`src/i2c_master_bit_engine_macros.svh`:
```
// assertion macros for the i2c master bit engine
// expects aclk and aresetn in the scope of use
`ifndef I2C_MASTER_BIT_ENGINE_MACROS_SVH
`define I2C_MASTER_BIT_ENGINE_MACROS_SVH

// same-cycle implication
`define I2CBE_ASSERT_IMPL(label, ante, cons, msg) \
    label: assert property (@(posedge aclk) disable iff (!aresetn) (ante) |-> (cons)) \
        else $error(msg);

// next-cycle implication
`define I2CBE_ASSERT_NEXT(label, ante, cons, msg) \
    label: assert property (@(posedge aclk) disable iff (!aresetn) (ante) |=> (cons)) \
        else $error(msg);

`endif

```
`src/i2cbe_pkg.sv`:
```
// shared types and constants of the i2c master bit engine
// no dependencies
package i2cbe_pkg;

    localparam int CNT_W = 16;
    localparam int APB_AW = 4;

    typedef logic [CNT_W-1:0] cnt_t;
    localparam cnt_t CNT_MAX = '1;

    localparam cnt_t HIGH_RST = 16'd100;
    localparam cnt_t LOW_RST = 16'd50;
    localparam cnt_t HOLD_RST = 16'd250;
    localparam cnt_t ACK_TO_RST = 16'd250;

    // register index, paddr[3:2]
    localparam logic [1:0] REG_HIGH = 2'd0;
    localparam logic [1:0] REG_LOW = 2'd1;
    localparam logic [1:0] REG_HOLD = 2'd2;
    localparam logic [1:0] REG_ACK_TO = 2'd3;

    // mode field codes
    localparam logic [1:0] MODE_START = 2'd0;
    localparam logic [1:0] MODE_STOP = 2'd1;
    localparam logic [1:0] MODE_WRITE = 2'd2;
    localparam logic [1:0] MODE_READ = 2'd3;

    typedef enum logic [2:0] {
        CMD_NONE,
        CMD_START,
        CMD_STOP,
        CMD_WRITE,
        CMD_READ
    } cmd_t;

    typedef struct packed {
        cmd_t       cmd;
        logic [7:0] tx_byte;
        logic       send_ack;
        logic       sda_in;
    } item_t;

    typedef struct packed {
        cnt_t high_ticks;
        cnt_t low_ticks;
        cnt_t hold_ticks;
        cnt_t ack_timeout;
    } timing_t;

    typedef struct packed {
        logic       scl_out;
        logic       sda_out;
        logic       sda_drive;
        logic       busy_res;
        logic       done_res;
        logic [7:0] rx_byte;
        logic       nack;
    } result_t;

endpackage

```
`src/i2cbe_regs.sv`:
```
// apb timing registers of the i2c master bit engine
// depends on i2cbe_pkg
module i2cbe_regs
    import i2cbe_pkg::*;
(
    input  logic              aclk,
    input  logic              aresetn,
    input  logic              psel,
    input  logic              penable,
    input  logic              pwrite,
    input  logic [APB_AW-1:0] paddr,
    input  logic [31:0]       pwdata,
    output logic [31:0]       prdata,
    output logic              pready,
    output timing_t           timing
);

    timing_t timing_reg;
    logic    wr_en;
    cnt_t    rd_val;

    assign pready = 1'b1;
    assign wr_en = psel && penable && pwrite;
    assign timing = timing_reg;

    always_ff @(posedge aclk) begin
        if (!aresetn) begin
            timing_reg.high_ticks <= HIGH_RST;
            timing_reg.low_ticks <= LOW_RST;
            timing_reg.hold_ticks <= HOLD_RST;
            timing_reg.ack_timeout <= ACK_TO_RST;
        end else if (wr_en) begin
            unique case (paddr[3:2])
                REG_HIGH:   timing_reg.high_ticks <= pwdata[CNT_W-1:0];
                REG_LOW:    timing_reg.low_ticks <= pwdata[CNT_W-1:0];
                REG_HOLD:   timing_reg.hold_ticks <= pwdata[CNT_W-1:0];
                REG_ACK_TO: timing_reg.ack_timeout <= pwdata[CNT_W-1:0];
                default:    ;
            endcase
        end
    end

    always_comb begin
        unique case (paddr[3:2])
            REG_HIGH:   rd_val = timing_reg.high_ticks;
            REG_LOW:    rd_val = timing_reg.low_ticks;
            REG_HOLD:   rd_val = timing_reg.hold_ticks;
            REG_ACK_TO: rd_val = timing_reg.ack_timeout;
            default:    rd_val = '0;
        endcase
    end

    assign prdata = {{(32-CNT_W){1'b0}}, rd_val};

endmodule

```
`src/i2cbe_front.sv`:
```
// input side: accepts ticks, decodes the command and queues them
// depends on i2cbe_pkg
module i2cbe_front
    import i2cbe_pkg::*;
(
    input  logic       aclk,
    input  logic       aresetn,
    input  logic       s_valid,
    output logic       s_ready,
    input  logic       s_cmd_valid,
    input  logic [1:0] s_mode,
    input  logic [7:0] s_tx_byte,
    input  logic       s_send_ack,
    input  logic       s_sda_in,
    input  logic       q_pop,
    output logic       q_valid,
    output item_t      q_item
);

    item_t      q_mem_reg [2];
    logic       wr_ptr_reg, wr_ptr_next;
    logic       rd_ptr_reg, rd_ptr_next;
    logic [1:0] cnt_reg, cnt_next;
    logic       push;
    logic       pop;
    item_t      in_item;
    cmd_t       in_cmd;

    always_comb begin
        in_cmd = CMD_NONE;
        if (s_cmd_valid) begin
            unique case (s_mode)
                MODE_START: in_cmd = CMD_START;
                MODE_STOP:  in_cmd = CMD_STOP;
                MODE_WRITE: in_cmd = CMD_WRITE;
                MODE_READ:  in_cmd = CMD_READ;
                default:    in_cmd = CMD_NONE;
            endcase
        end
    end

    assign in_item = '{cmd: in_cmd, tx_byte: s_tx_byte, send_ack: s_send_ack,
                       sda_in: s_sda_in};

    assign s_ready = (cnt_reg != 2'd2);
    assign q_valid = (cnt_reg != 2'd0);
    assign q_item = q_mem_reg[rd_ptr_reg];
    assign push = s_valid && s_ready;
    assign pop = q_pop && q_valid;

    always_comb begin
        wr_ptr_next = push ? ~wr_ptr_reg : wr_ptr_reg;
        rd_ptr_next = pop ? ~rd_ptr_reg : rd_ptr_reg;
        cnt_next = cnt_reg;
        if (push && !pop) begin
            cnt_next = cnt_reg + 2'd1;
        end else if (pop && !push) begin
            cnt_next = cnt_reg - 2'd1;
        end
    end

    always_ff @(posedge aclk) begin
        if (!aresetn) begin
            wr_ptr_reg <= 1'b0;
            rd_ptr_reg <= 1'b0;
            cnt_reg <= 2'd0;
        end else begin
            wr_ptr_reg <= wr_ptr_next;
            rd_ptr_reg <= rd_ptr_next;
            cnt_reg <= cnt_next;
        end
    end

    always_ff @(posedge aclk) begin
        if (push) begin
            q_mem_reg[wr_ptr_reg] <= in_item;
        end
    end

endmodule

```
`src/i2cbe_engine.sv`:
```
// line sequencer: one queued tick per cycle unless the output stalls; registers the result
// depends on i2cbe_pkg
module i2cbe_engine
    import i2cbe_pkg::*;
(
    input  logic    aclk,
    input  logic    aresetn,
    input  timing_t timing,
    input  logic    q_valid,
    input  item_t   q_item,
    output logic    q_pop,
    output logic    m_valid,
    input  logic    m_ready,
    output result_t m_res
);

    typedef enum logic [3:0] {
        PH_IDLE, PH_ST_HI, PH_ST_SDA, PH_SP_A, PH_SP_B,
        PH_WR_LOW, PH_WR_HIGH, PH_AW_LOW, PH_AW_WAIT,
        PH_RD_LOW, PH_RD_HIGH, PH_RA_LOW, PH_RA_HIGH
    } phase_t;

    phase_t     phase_reg, phase_next;
    logic [3:0] bit_reg, bit_next;
    cnt_t       tick_reg, tick_next;
    logic [7:0] shift_reg, shift_next;
    logic       ack_reg, ack_next;
    logic       scl_reg, scl_next;
    logic       sda_reg, sda_next;
    logic       en_reg, en_next;
    logic       nack_reg, nack_next;
    logic [7:0] rx_reg, rx_next;
    logic       done;
    logic       out_valid_reg;
    result_t    res_reg;
    logic       fire;
    cnt_t       tc_inc;
    cnt_t       dur;
    logic       expired;
    logic [3:0] bit_inc;
    logic [7:0] wr_shift;
    logic [7:0] rd_shift;

    assign fire = q_valid && (!out_valid_reg || m_ready);
    assign q_pop = fire;
    assign m_valid = out_valid_reg;
    assign m_res = res_reg;

    // saturating tick counter, compared after the increment
    assign tc_inc = (tick_reg == CNT_MAX) ? tick_reg : tick_reg + 1'b1;
    assign expired = (tc_inc >= dur);
    assign bit_inc = bit_reg + 4'd1;
    assign wr_shift = {shift_reg[6:0], 1'b0};
    assign rd_shift = {shift_reg[6:0], q_item.sda_in};

    always_comb begin
        unique case (phase_reg)
            PH_WR_LOW, PH_AW_LOW, PH_RD_LOW, PH_RA_LOW: dur = timing.low_ticks;
            PH_WR_HIGH, PH_RD_HIGH, PH_RA_HIGH:         dur = timing.high_ticks;
            PH_AW_WAIT:                                  dur = timing.ack_timeout;
            default:                                     dur = timing.hold_ticks;
        endcase
    end

    always_comb begin
        phase_next = phase_reg;
        bit_next = bit_reg;
        tick_next = (phase_reg == PH_IDLE) ? tick_reg : tc_inc;
        shift_next = shift_reg;
        ack_next = ack_reg;
        scl_next = scl_reg;
        sda_next = sda_reg;
        en_next = en_reg;
        nack_next = nack_reg;
        rx_next = rx_reg;
        done = 1'b0;
        unique case (phase_reg)
            PH_IDLE: begin
                if (q_item.cmd != CMD_NONE) begin
                    bit_next = 4'd0;
                    tick_next = '0;
                end
                unique case (q_item.cmd)
                    CMD_START: begin
                        phase_next = PH_ST_HI;
                        scl_next = 1'b1; sda_next = 1'b1; en_next = 1'b1;
                    end
                    CMD_STOP: begin
                        phase_next = PH_SP_A;
                        scl_next = 1'b1; sda_next = 1'b0; en_next = 1'b1;
                    end
                    CMD_WRITE: begin
                        nack_next = 1'b0;
                        shift_next = q_item.tx_byte;
                        phase_next = PH_WR_LOW;
                        scl_next = 1'b0; sda_next = q_item.tx_byte[7]; en_next = 1'b1;
                    end
                    CMD_READ: begin
                        ack_next = q_item.send_ack;
                        shift_next = 8'd0;
                        phase_next = PH_RD_LOW;
                        scl_next = 1'b0; sda_next = 1'b1; en_next = 1'b0;
                    end
                    default: ;
                endcase
            end
            PH_ST_HI: begin
                if (expired) begin
                    phase_next = PH_ST_SDA; tick_next = '0;
                    scl_next = 1'b1; sda_next = 1'b0; en_next = 1'b1;
                end
            end
            PH_ST_SDA: begin
                if (expired) begin
                    phase_next = PH_IDLE; tick_next = '0; done = 1'b1;
                    scl_next = 1'b0; sda_next = 1'b0; en_next = 1'b1;
                end
            end
            PH_SP_A: begin
                if (expired) begin
                    phase_next = PH_SP_B; tick_next = '0;
                    scl_next = 1'b1; sda_next = 1'b1; en_next = 1'b1;
                end
            end
            PH_SP_B: begin
                if (expired) begin
                    phase_next = PH_IDLE; tick_next = '0; done = 1'b1;
                    scl_next = 1'b1; sda_next = 1'b1; en_next = 1'b1;
                end
            end
            PH_WR_LOW: begin
                if (expired) begin
                    phase_next = PH_WR_HIGH; tick_next = '0;
                    scl_next = 1'b1; en_next = 1'b1;
                end
            end
            PH_WR_HIGH: begin
                if (expired) begin
                    bit_next = bit_inc;
                    shift_next = wr_shift;
                    tick_next = '0;
                    if (!bit_inc[3]) begin
                        phase_next = PH_WR_LOW;
                        scl_next = 1'b0; sda_next = wr_shift[7]; en_next = 1'b1;
                    end else begin
                        phase_next = PH_AW_LOW;
                        scl_next = 1'b0; sda_next = 1'b1; en_next = 1'b0;
                    end
                end
            end
            PH_AW_LOW: begin
                if (expired) begin
                    phase_next = PH_AW_WAIT; tick_next = '0;
                    scl_next = 1'b1; sda_next = 1'b1; en_next = 1'b0;
                end
            end
            PH_AW_WAIT: begin
                // slave pulls sda low: ack, otherwise give up after the timeout
                if (!q_item.sda_in) begin
                    nack_next = 1'b0;
                    phase_next = PH_IDLE; tick_next = '0; done = 1'b1;
                    scl_next = 1'b0; sda_next = 1'b1; en_next = 1'b0;
                end else if (expired) begin
                    nack_next = 1'b1;
                    phase_next = PH_SP_A; tick_next = '0;
                    scl_next = 1'b1; sda_next = 1'b0; en_next = 1'b1;
                end
            end
            PH_RD_LOW: begin
                if (expired) begin
                    phase_next = PH_RD_HIGH; tick_next = '0;
                    scl_next = 1'b1; sda_next = 1'b1; en_next = 1'b0;
                end
            end
            PH_RD_HIGH: begin
                if (expired) begin
                    shift_next = rd_shift;
                    bit_next = bit_inc;
                    tick_next = '0;
                    if (!bit_inc[3]) begin
                        phase_next = PH_RD_LOW;
                        scl_next = 1'b0; sda_next = 1'b1; en_next = 1'b0;
                    end else begin
                        phase_next = PH_RA_LOW;
                        scl_next = 1'b0; sda_next = !ack_reg; en_next = 1'b1;
                    end
                end
            end
            PH_RA_LOW: begin
                if (expired) begin
                    phase_next = PH_RA_HIGH; tick_next = '0;
                    scl_next = 1'b1; en_next = 1'b1;
                end
            end
            PH_RA_HIGH: begin
                if (expired) begin
                    rx_next = shift_reg;
                    phase_next = PH_IDLE; tick_next = '0; done = 1'b1;
                    scl_next = 1'b0; en_next = 1'b1;
                end
            end
            default: begin
                phase_next = PH_IDLE;
                tick_next = '0;
                sda_next = en_reg ? sda_reg : 1'b1;
            end
        endcase
    end

    always_ff @(posedge aclk) begin
        if (!aresetn) begin
            phase_reg <= PH_IDLE;
            bit_reg <= 4'd0;
            tick_reg <= '0;
            shift_reg <= 8'd0;
            ack_reg <= 1'b0;
            scl_reg <= 1'b1;
            sda_reg <= 1'b1;
            en_reg <= 1'b1;
            nack_reg <= 1'b0;
            rx_reg <= 8'd0;
            out_valid_reg <= 1'b0;
        end else begin
            if (fire) begin
                phase_reg <= phase_next;
                bit_reg <= bit_next;
                tick_reg <= tick_next;
                shift_reg <= shift_next;
                ack_reg <= ack_next;
                scl_reg <= scl_next;
                sda_reg <= sda_next;
                en_reg <= en_next;
                nack_reg <= nack_next;
                rx_reg <= rx_next;
                res_reg <= '{scl_out: scl_next, sda_out: sda_next, sda_drive: en_next,
                             busy_res: (phase_next != PH_IDLE), done_res: done,
                             rx_byte: rx_next, nack: nack_next};
                out_valid_reg <= 1'b1;
            end else if (m_ready) begin
                out_valid_reg <= 1'b0;
            end
        end
    end

endmodule

```
`src/i2c_master_bit_engine.sv`:
```
// i2c master bit engine: one input transfer per line tick, one result transfer per tick
// an accepted tick is queued, then stepped by the sequencer into the output register
// throughput: one tick per cycle while neither side stalls, set by the line sequencer
// the two-entry queue and the output register let either side stall independently
// reset (aresetn low, synchronous): bus idle, scl and sda high, timing registers to defaults
module i2c_master_bit_engine
    import i2cbe_pkg::*;
(
    input  logic              aclk,
    input  logic              aresetn,
    input  logic              psel,
    input  logic              penable,
    input  logic              pwrite,
    input  logic [APB_AW-1:0] paddr,
    input  logic [31:0]       pwdata,
    output logic [31:0]       prdata,
    output logic              pready,
    input  logic              s_valid,
    output logic              s_ready,
    input  logic              s_cmd_valid,
    input  logic [1:0]        s_mode,
    input  logic [7:0]        s_tx_byte,
    input  logic              s_send_ack,
    input  logic              s_sda_in,
    output logic              m_valid,
    input  logic              m_ready,
    output logic              m_scl_out,
    output logic              m_sda_out,
    output logic              m_sda_drive,
    output logic              m_busy_res,
    output logic              m_done_res,
    output logic [7:0]        m_rx_byte,
    output logic              m_nack
);

`include "i2c_master_bit_engine_macros.svh"

    timing_t timing;
    logic    q_valid;
    logic    q_pop;
    item_t   q_item;
    result_t res;

    i2cbe_regs u_regs (
        .aclk    (aclk),
        .aresetn (aresetn),
        .psel    (psel),
        .penable (penable),
        .pwrite  (pwrite),
        .paddr   (paddr),
        .pwdata  (pwdata),
        .prdata  (prdata),
        .pready  (pready),
        .timing  (timing)
    );

    i2cbe_front u_front (
        .aclk        (aclk),
        .aresetn     (aresetn),
        .s_valid     (s_valid),
        .s_ready     (s_ready),
        .s_cmd_valid (s_cmd_valid),
        .s_mode      (s_mode),
        .s_tx_byte   (s_tx_byte),
        .s_send_ack  (s_send_ack),
        .s_sda_in    (s_sda_in),
        .q_pop       (q_pop),
        .q_valid     (q_valid),
        .q_item      (q_item)
    );

    i2cbe_engine u_engine (
        .aclk    (aclk),
        .aresetn (aresetn),
        .timing  (timing),
        .q_valid (q_valid),
        .q_item  (q_item),
        .q_pop   (q_pop),
        .m_valid (m_valid),
        .m_ready (m_ready),
        .m_res   (res)
    );

    assign m_scl_out = res.scl_out;
    assign m_sda_out = res.sda_out;
    assign m_sda_drive = res.sda_drive;
    assign m_busy_res = res.busy_res;
    assign m_done_res = res.done_res;
    assign m_rx_byte = res.rx_byte;
    assign m_nack = res.nack;

    // a finished command leaves the engine idle
    `I2CBE_ASSERT_IMPL(a_done_not_busy, m_valid && m_done_res, !m_busy_res, "done while busy")
    // a released sda line reads high
    `I2CBE_ASSERT_IMPL(a_released_high, m_valid && !m_sda_drive, m_sda_out, "released sda low")
    // a sequence never finishes on the tick that starts it, so two dones never follow each other
    `I2CBE_ASSERT_NEXT(a_no_double_done, m_valid && m_ready && m_done_res,
        !(m_valid && m_done_res), "back to back done")

endmodule
```
`config.mk`:
```
export PLATFORM = sky130hd
export DESIGN_NAME = i2c_master_bit_engine
export DESIGN_NICKNAME = d
export VERILOG_FILES = /design/src/i2cbe_pkg.sv /design/src/i2cbe_regs.sv /design/src/i2cbe_front.sv /design/src/i2cbe_engine.sv /design/src/i2c_master_bit_engine.sv
export VERILOG_INCLUDE_DIRS = /design/src /design/src/src
export SDC_FILE = /design/constraint.sdc
export NUM_CORES = 1
export LEC_CHECK = 0
export ABC_AREA = 1
export BUFFER_PORTS_ARGS = -buffer_cell sky130_fd_sc_hd__buf_4
export CAP_MARGIN = 20
export CORE_UTILIZATION = 63
export CTS_CLUSTER_DIAMETER = 80
export DETAILED_ROUTE_END_ITERATION = 7
export PLACE_DENSITY = 0.86
export SLEW_MARGIN = 10
export SYNTH_ARGS = -nofsm -noshare
export SYNTH_HDL_FRONTEND = slang
export SYNTH_SLANG_ARGS = --single-unit
```
`constraint.sdc`:
```
create_clock -name aclk -period 9.65 [get_ports aclk]
set_clock_uncertainty 0.2 [all_clocks]
set_input_delay 1.4475 -clock aclk [delete_from_list [all_inputs] [get_ports aclk]]
set_output_delay 1.4475 -clock aclk [all_outputs]
set_load 0.05 [all_outputs]
```
=== Word-level counts from Yosys, hierarchy flattened ===
Memory sizes are Yosys's and may differ from the RTL's. A register that Yosys moved wholly into a read port is not among the register bits.
Cells that the tools add are included.
W data, S select, Z words.

* Add/sub/neg operators: 4
* Multiply operators: 0
* Divide/modulo/power cells: 0
* $lt $le $gt $ge: 1
* Equality and inequality tests: 29
* Shift-type cells: 0
* Mux-type cells: 73
* Bitwise logic cells: 2
* Reductions and logical operators: 46

{| class="wikitable"
|+ Operators by type and width
! kind !! count
|-
| $pmux W16 S3 || 2
|-
| $mux W16 || 5
|-
| $pmux W16 S4 || 1
|-
| $mux W4 || 13
|-
| $pmux W4 S11 || 1
|-
| $mux W8 || 4
|-
| $mux W1 || 29
|-
| $pmux W8 S3 || 1
|-
| $eq A4 B4 Y1 const B || 5
|-
| $add A16 B1 Y16 const B || 1
|-
| $eq A16 B16 Y1 const B || 1
|-
| $eq A4 B3 Y1 const B || 4
|-
| $ge A16 B16 Y1 || 1
|-
| $pmux W4 S4 || 1
|-
| $pmux W8 S2 || 1
|-
| $reduce_or A7 Y1 || 2
|-
| $pmux W3 S4 || 1
|-
| $reduce_or A2 Y1 || 6
|-
| $reduce_or A3 Y1 || 4
|-
| $reduce_or A4 Y1 || 3
|-
| $reduce_or A11 Y1 || 1
|-
| $reduce_and A2 Y1 || 5
|-
| $eq A2 B2 Y1 const B || 4
|-
| $eq A4 B2 Y1 const B || 2
|-
| 31 further kinds || 57
|}

* Bits in registers: 128
* Bits in latches: 0
* RAM bits: 26
* Memory bits (read-only): 0
* Input port bits: 56
* Memories: 1

{| class="wikitable"
|+ Memory list
! memory !! words !! width !! read ports !! clocked after memory_dff !! wr ports !! line !! source
|-
| u_front.q_mem_reg || 2 || 13 || 1 || 1 || 1 || i2cbe_front.sv:20 || <nowiki>item_t q_mem_reg [2];</nowiki>
|}

=== Longest topological paths before layout ===
* Depth in word-level cells: 8
* Mapped depth: 28
* Gate-level depth less buffers: 26

=== Hierarchy ===
A second synthesis with hierarchy kept.

* Cells, all modules: 1223
* Area total of the unflattened synthesis: 8733.4 sq um

{| class="wikitable"
|+ By module, submodules not included
! module !! instances !! cells each !! area each (sq um) !! seq. area each (sq um)
|-
| i2cbe_engine || 1 || 672 || 4390.5 || 1341.3
|-
| i2cbe_regs || 1 || 464 || 3054.2 || 1281.2
|-
| i2cbe_front || 1 || 87 || 1288.7 || 880.8
|}

=== Worst setup path after synthesis ===
No wires, ideal clock.

* Path type: input port to output port
* Start: in paddr[2]
* End: out prdata[0]
* Arrival time: 2.607 ns
* Data required time: 8.003 ns
* Path slack: 5.395 ns
* Stages: 4
* Cell sequence: inv_1 -> nor2_1 -> inv_1 -> o2111ai_1

* Longest elaborated chain between the ends: 2
* Elaborated cells on any way between the ends: 5
* Those cells by class: 3 x eq/ne; 1 x mux; 1 x reduce/logical

{| class="wikitable"
|+ RTL lines
! element !! line !! source
|-
| start: declaration || i2c_master_bit_engine.sv:14 || <nowiki>input logic [APB_AW-1:0] paddr,</nowiki>
|-
| $eq A2 B2 Y1 (tied with other cells) || i2cbe_regs.sv:44 || <nowiki>unique case (paddr[3:2])</nowiki>
|-
| $pmux W16 S4 * || i2cbe_regs.sv:44 ||
|-
| end: declaration || i2c_master_bit_engine.sv:16 || <nowiki>output logic [31:0] prdata,</nowiki>
|}

Mark *: on every way between the ends. The rest lies on a longest branch, timed or not.

=== Worst setup path after layout ===
* Start: reg u_engine.phase_reg[2]
* End: reg u_engine.res_reg, in the netlist u_engine.m_res[1] (data pin)

* Longest elaborated chain between the ends: 6
* Elaborated cells on any way between the ends: 14
* Those cells by class: 1 x order compare; 8 x eq/ne; 3 x mux; 2 x reduce/logical

{| class="wikitable"
|+ RTL lines
! element !! line !! source
|-
| start: declaration || i2cbe_engine.sv:23 || <nowiki>phase_t phase_reg, phase_next;</nowiki>
|-
| start signal: assignment || i2cbe_engine.sv:225 || <nowiki>phase_reg <= phase_next;</nowiki>
|-
| $eq A4 B3 Y1 (tied with other cells) || i2cbe_engine.sv:57 || <nowiki>unique case (phase_reg)</nowiki>
|-
| $reduce_or A4 Y1 or $reduce_or A3 Y1 (tied branches) || i2cbe_engine.sv:57 ||
|-
| $pmux W16 S3 || i2cbe_engine.sv:57 ||
|-
| $ge A16 B16 Y1 || i2cbe_engine.sv:51 || <nowiki>assign expired = (tc_inc >= dur);</nowiki>
|-
| $mux W8 || i2cbe_engine.sv:196 || <nowiki>if (expired) begin</nowiki>
|-
| $mux W8 * || i2cbe_engine.sv:77 || <nowiki>unique case (phase_reg)</nowiki>
|-
| net u_engine.rx_next[0] || i2cbe_engine.sv:32 || <nowiki>logic [7:0] rx_reg, rx_next;</nowiki>
|-
| end signal: assignment || i2cbe_engine.sv:235 || <nowiki>res_reg <= '{scl_out: scl_next, sda_out: sda_next, sda_drive: en_next,</nowiki>
|-
| end: declaration || i2cbe_engine.sv:35 || <nowiki>result_t res_reg;</nowiki>
|}

The timed path passes the listed nets; every way through them passes the cells marked *.
A chain may end at the register's enable or synchronous reset.

==> run summary <==
CTS tree: built
Design Power: 2.56 mW
Root Driver: clkbuf_16
H-Tree Depth: 4
Most common cell in the netlist: nand2_1
Largest register FFs: 64
Ys Warns: 0
Critical Path, Cell by Cell: nand2_1 > inv_1 > nor2_1 > nand2_1 > inv_1 > nor3_4 > a221oi_1 > ha_1 > nand2_1 > inv_1 > nand2_1 > nor2_1 > nor2_1 > nand2_1 > nand2_1 > nand2_2 > nand2_1 > o21ai_0 > inv_1
Routed Wire Length: 21000 µm
Horiz. Die Dim: 116 µm
RSZ-0062 raised after global routing: no
WP buf/inv: 4
Vias in the first global route: 6850
Tmin final: 4850 ps
DR iter-0 viols: 824
Post-synthesis xor/xnor area fraction: 1.17%
Top-area cell type share of the netlist area: 27.9%
Crit start category: flip-flop
Largest family of logic cells by synthesized area: simple AND/OR/NAND/NOR gates
Outcome: complete, no violations
Register area: 3500 µm²
WS Path Type: reg2reg
List of most frequent post-synthesis cells: nand2_1, nor2_1, o21ai_0, dfxtp_1, inv_1
First-pass GRT wire length: 33800 µm
FF+latch count, synth: 155
Seq/Total Area, Yosys: 42.5%
Fillers: 1005
Simple-gate share of the synthesized area: 23.9%
Skew-Pair Late Insertion Delay: 430 ps
Average size of a mapped cell: 7.39 µm²
Core area: 12700 µm²
Post-CTS Setup Inserts: 0
Dominant synthesized flop cell: dfxtp_1
DP Cell Count: 1320
Cell accounting for the most synthesized area: dfxtp_1
Post_cts resized: 0
Post-Layout Cell Count: 1354
Initial Util: 65.0%
DRC viols: 0
Vias per Instance: 5.72
Final GP Congestion: 0.956
Number of flops mapped to enable cells by yosys: 40
Synth Area in Adders: 3.04%
Ys async rst share: 0%
Critical path depth in cells: 19
Slowest CP cell: nor3_4
Dpl hpwl: 13900 µm
Tot GR Track Use: 32.6%
Setup crit end kind: flip-flop
Clock buffer depth: 2
Power per cell area: 272 nW/µm²
Worst EP required: 9620 ps
Row count: 41
Final Max Slew Viols: 0
DRT met1 WL: 9320 µm
Die footprint: 13500 µm²
Hold WS: 267 ps
Highest clock rate: 0.206 GHz
Nets: 1245
Reg2Reg Depth: 19
Post-Syn Instances: 1115
Critical path's top delay family: simple AND/OR/NAND/NOR gates
WL/cell: 15.5 µm
Worst slew pin tran: 983 ps
Max FO, Critical Path: 16
I/O pin count: 105
Crit-path max cell delay: 750 ps
Met2 WL post-DR: 9670 µm
TritonCTS buffer count: 17
Leakage: 4.10 nW
Grt total ovfl: 0
Max rail drop VDD: 0.191 mV
Total negative setup slack: 0 ps
Share of layout cells above drive strength 1: 14.4%
Arr. time, crit path: 4820 ps
Initial antenna violation count: 0
# hold bufs at CTS: 0
Max_cap viols: 0
Die H: 116 µm
Hold Path Depth: 2
Num Clock Sinks: 155
Multi-input logic area: 4000 µm²
Number of port buffers: 69
Syn Std Cell Area: 8240 µm²
Multiplexer share of the synthesized area: 0.273%
Relative slew slack: 34.3%
Hold Crit Class: reg2reg
Routed length on met3: 1660 µm
Drt first pass iters: 6
Fin crit share: 50.2%
Ant diodes: 0
Detail Route Antenna Nets: 0
Most common cell on crit path: nand2_1
Area contributors post-synth: dfxtp_1, edfxtp_1, nand2_1
Area fraction in compound gates after synthesis: 19.4%
Reg clk slew, reported paths: 60 ps
Largest net degree at the start of global routing: 81
Via count: 7744
Yosys cell types: 44
Final setup fails: 0
Area grow syn2layout: 14.3%
Top Metal Used: met4
Hold Vio Cnt, Final: 0
-- through the flow --
| step | setup WS, ps | cell area [µm²] | util (%) |
|---|---|---|---|
| final | 4800 | 9420 | 74.3 |
| after global routing | 4430 | 9420 | 74.3 |
| after CTS | 4960 | 9400 | 74.1 |
| after detailed placement | 5000 | 8780 | 69.3 |
| after global placement | 5010 | 8780 | 69.3 |
| after floorplan | 5400 | 8300 | - |
-- cell type report --
type                            count  area share (%)
Clock buffer                       23            5.57
Inverter                          131            5.27
Clock inverter                      9           0.996
Multi-Input combinational cell    787            42.5
Timing Repair Buffer               77            6.22
Sequential cell                   155            37.2
Tap cell                          172            2.29
-- cell families (layout without fill, tap and decap cells) --
| logic type | after synthesis | count (layout) |
|---|---|---|
| AND/OR/NAND/NOR | 470 | 470 |
| AO/OA/AOI/OAI | 267 | 267 |
| buffers and inverters | 188 | 240 |
| flip-flops | 155 | 155 |
| adder cells (fa/ha/maj) | 20 | 20 |
| XOR/XNOR | 11 | 11 |
| other | 2 | 17 |
| multiplexers | 2 | 2 |
-- worst min-delay path: cells and delay by family, from the launching register on --
family,cells,cell delay [ps]
compound gates,1,50
flops,1,310
simple gates,1,60
-- worst paths after layout --
kind / startpoint / to / slack (ps)
min: u_engine.tick_reg[15] / u_engine.tick_reg[15] / 270
min reg2reg: u_engine.tick_reg[15] / u_engine.tick_reg[15] / 270
max: u_engine.phase_reg[2] / u_engine.m_res[1] / 4800
max reg2reg: u_engine.phase_reg[2] / u_engine.m_res[1] / 4800
-- routing by layer --
layer	vias to the layer above	track usage, %
li1	3787	-
met1	3544	45.6
met2	374	50.6
met3	39	7.01
met4	0	10.2
met5	-	0
-- placed cells by master, fill, tap and decap left out, types with 14 or more instances in the layout --
cell and n:
dfxtp_1 115, o211ai_1 16, nor2_1 132, nand3_1 35
inv_1 113, o21ai_0 117, clkbuf_16 19, inv_2 14
ha_1 20, o22ai_1 15, a221oi_1 15, buf_4 75
a21oi_1 52, edfxtp_1 40, conb_1 17, nand2_1 256
o2111ai_1 17
-- power by group --
group          total, mW  internal (mW)  switching [mW]  leakage (nW)
Combinational       1.02          0.301           0.719          2.48
Clock              0.689          0.414           0.276         0.307
Sequential         0.850          0.775          0.0750          1.31
Total               2.56           1.49            1.07          4.10
Power figures use the tool's default switching activity.
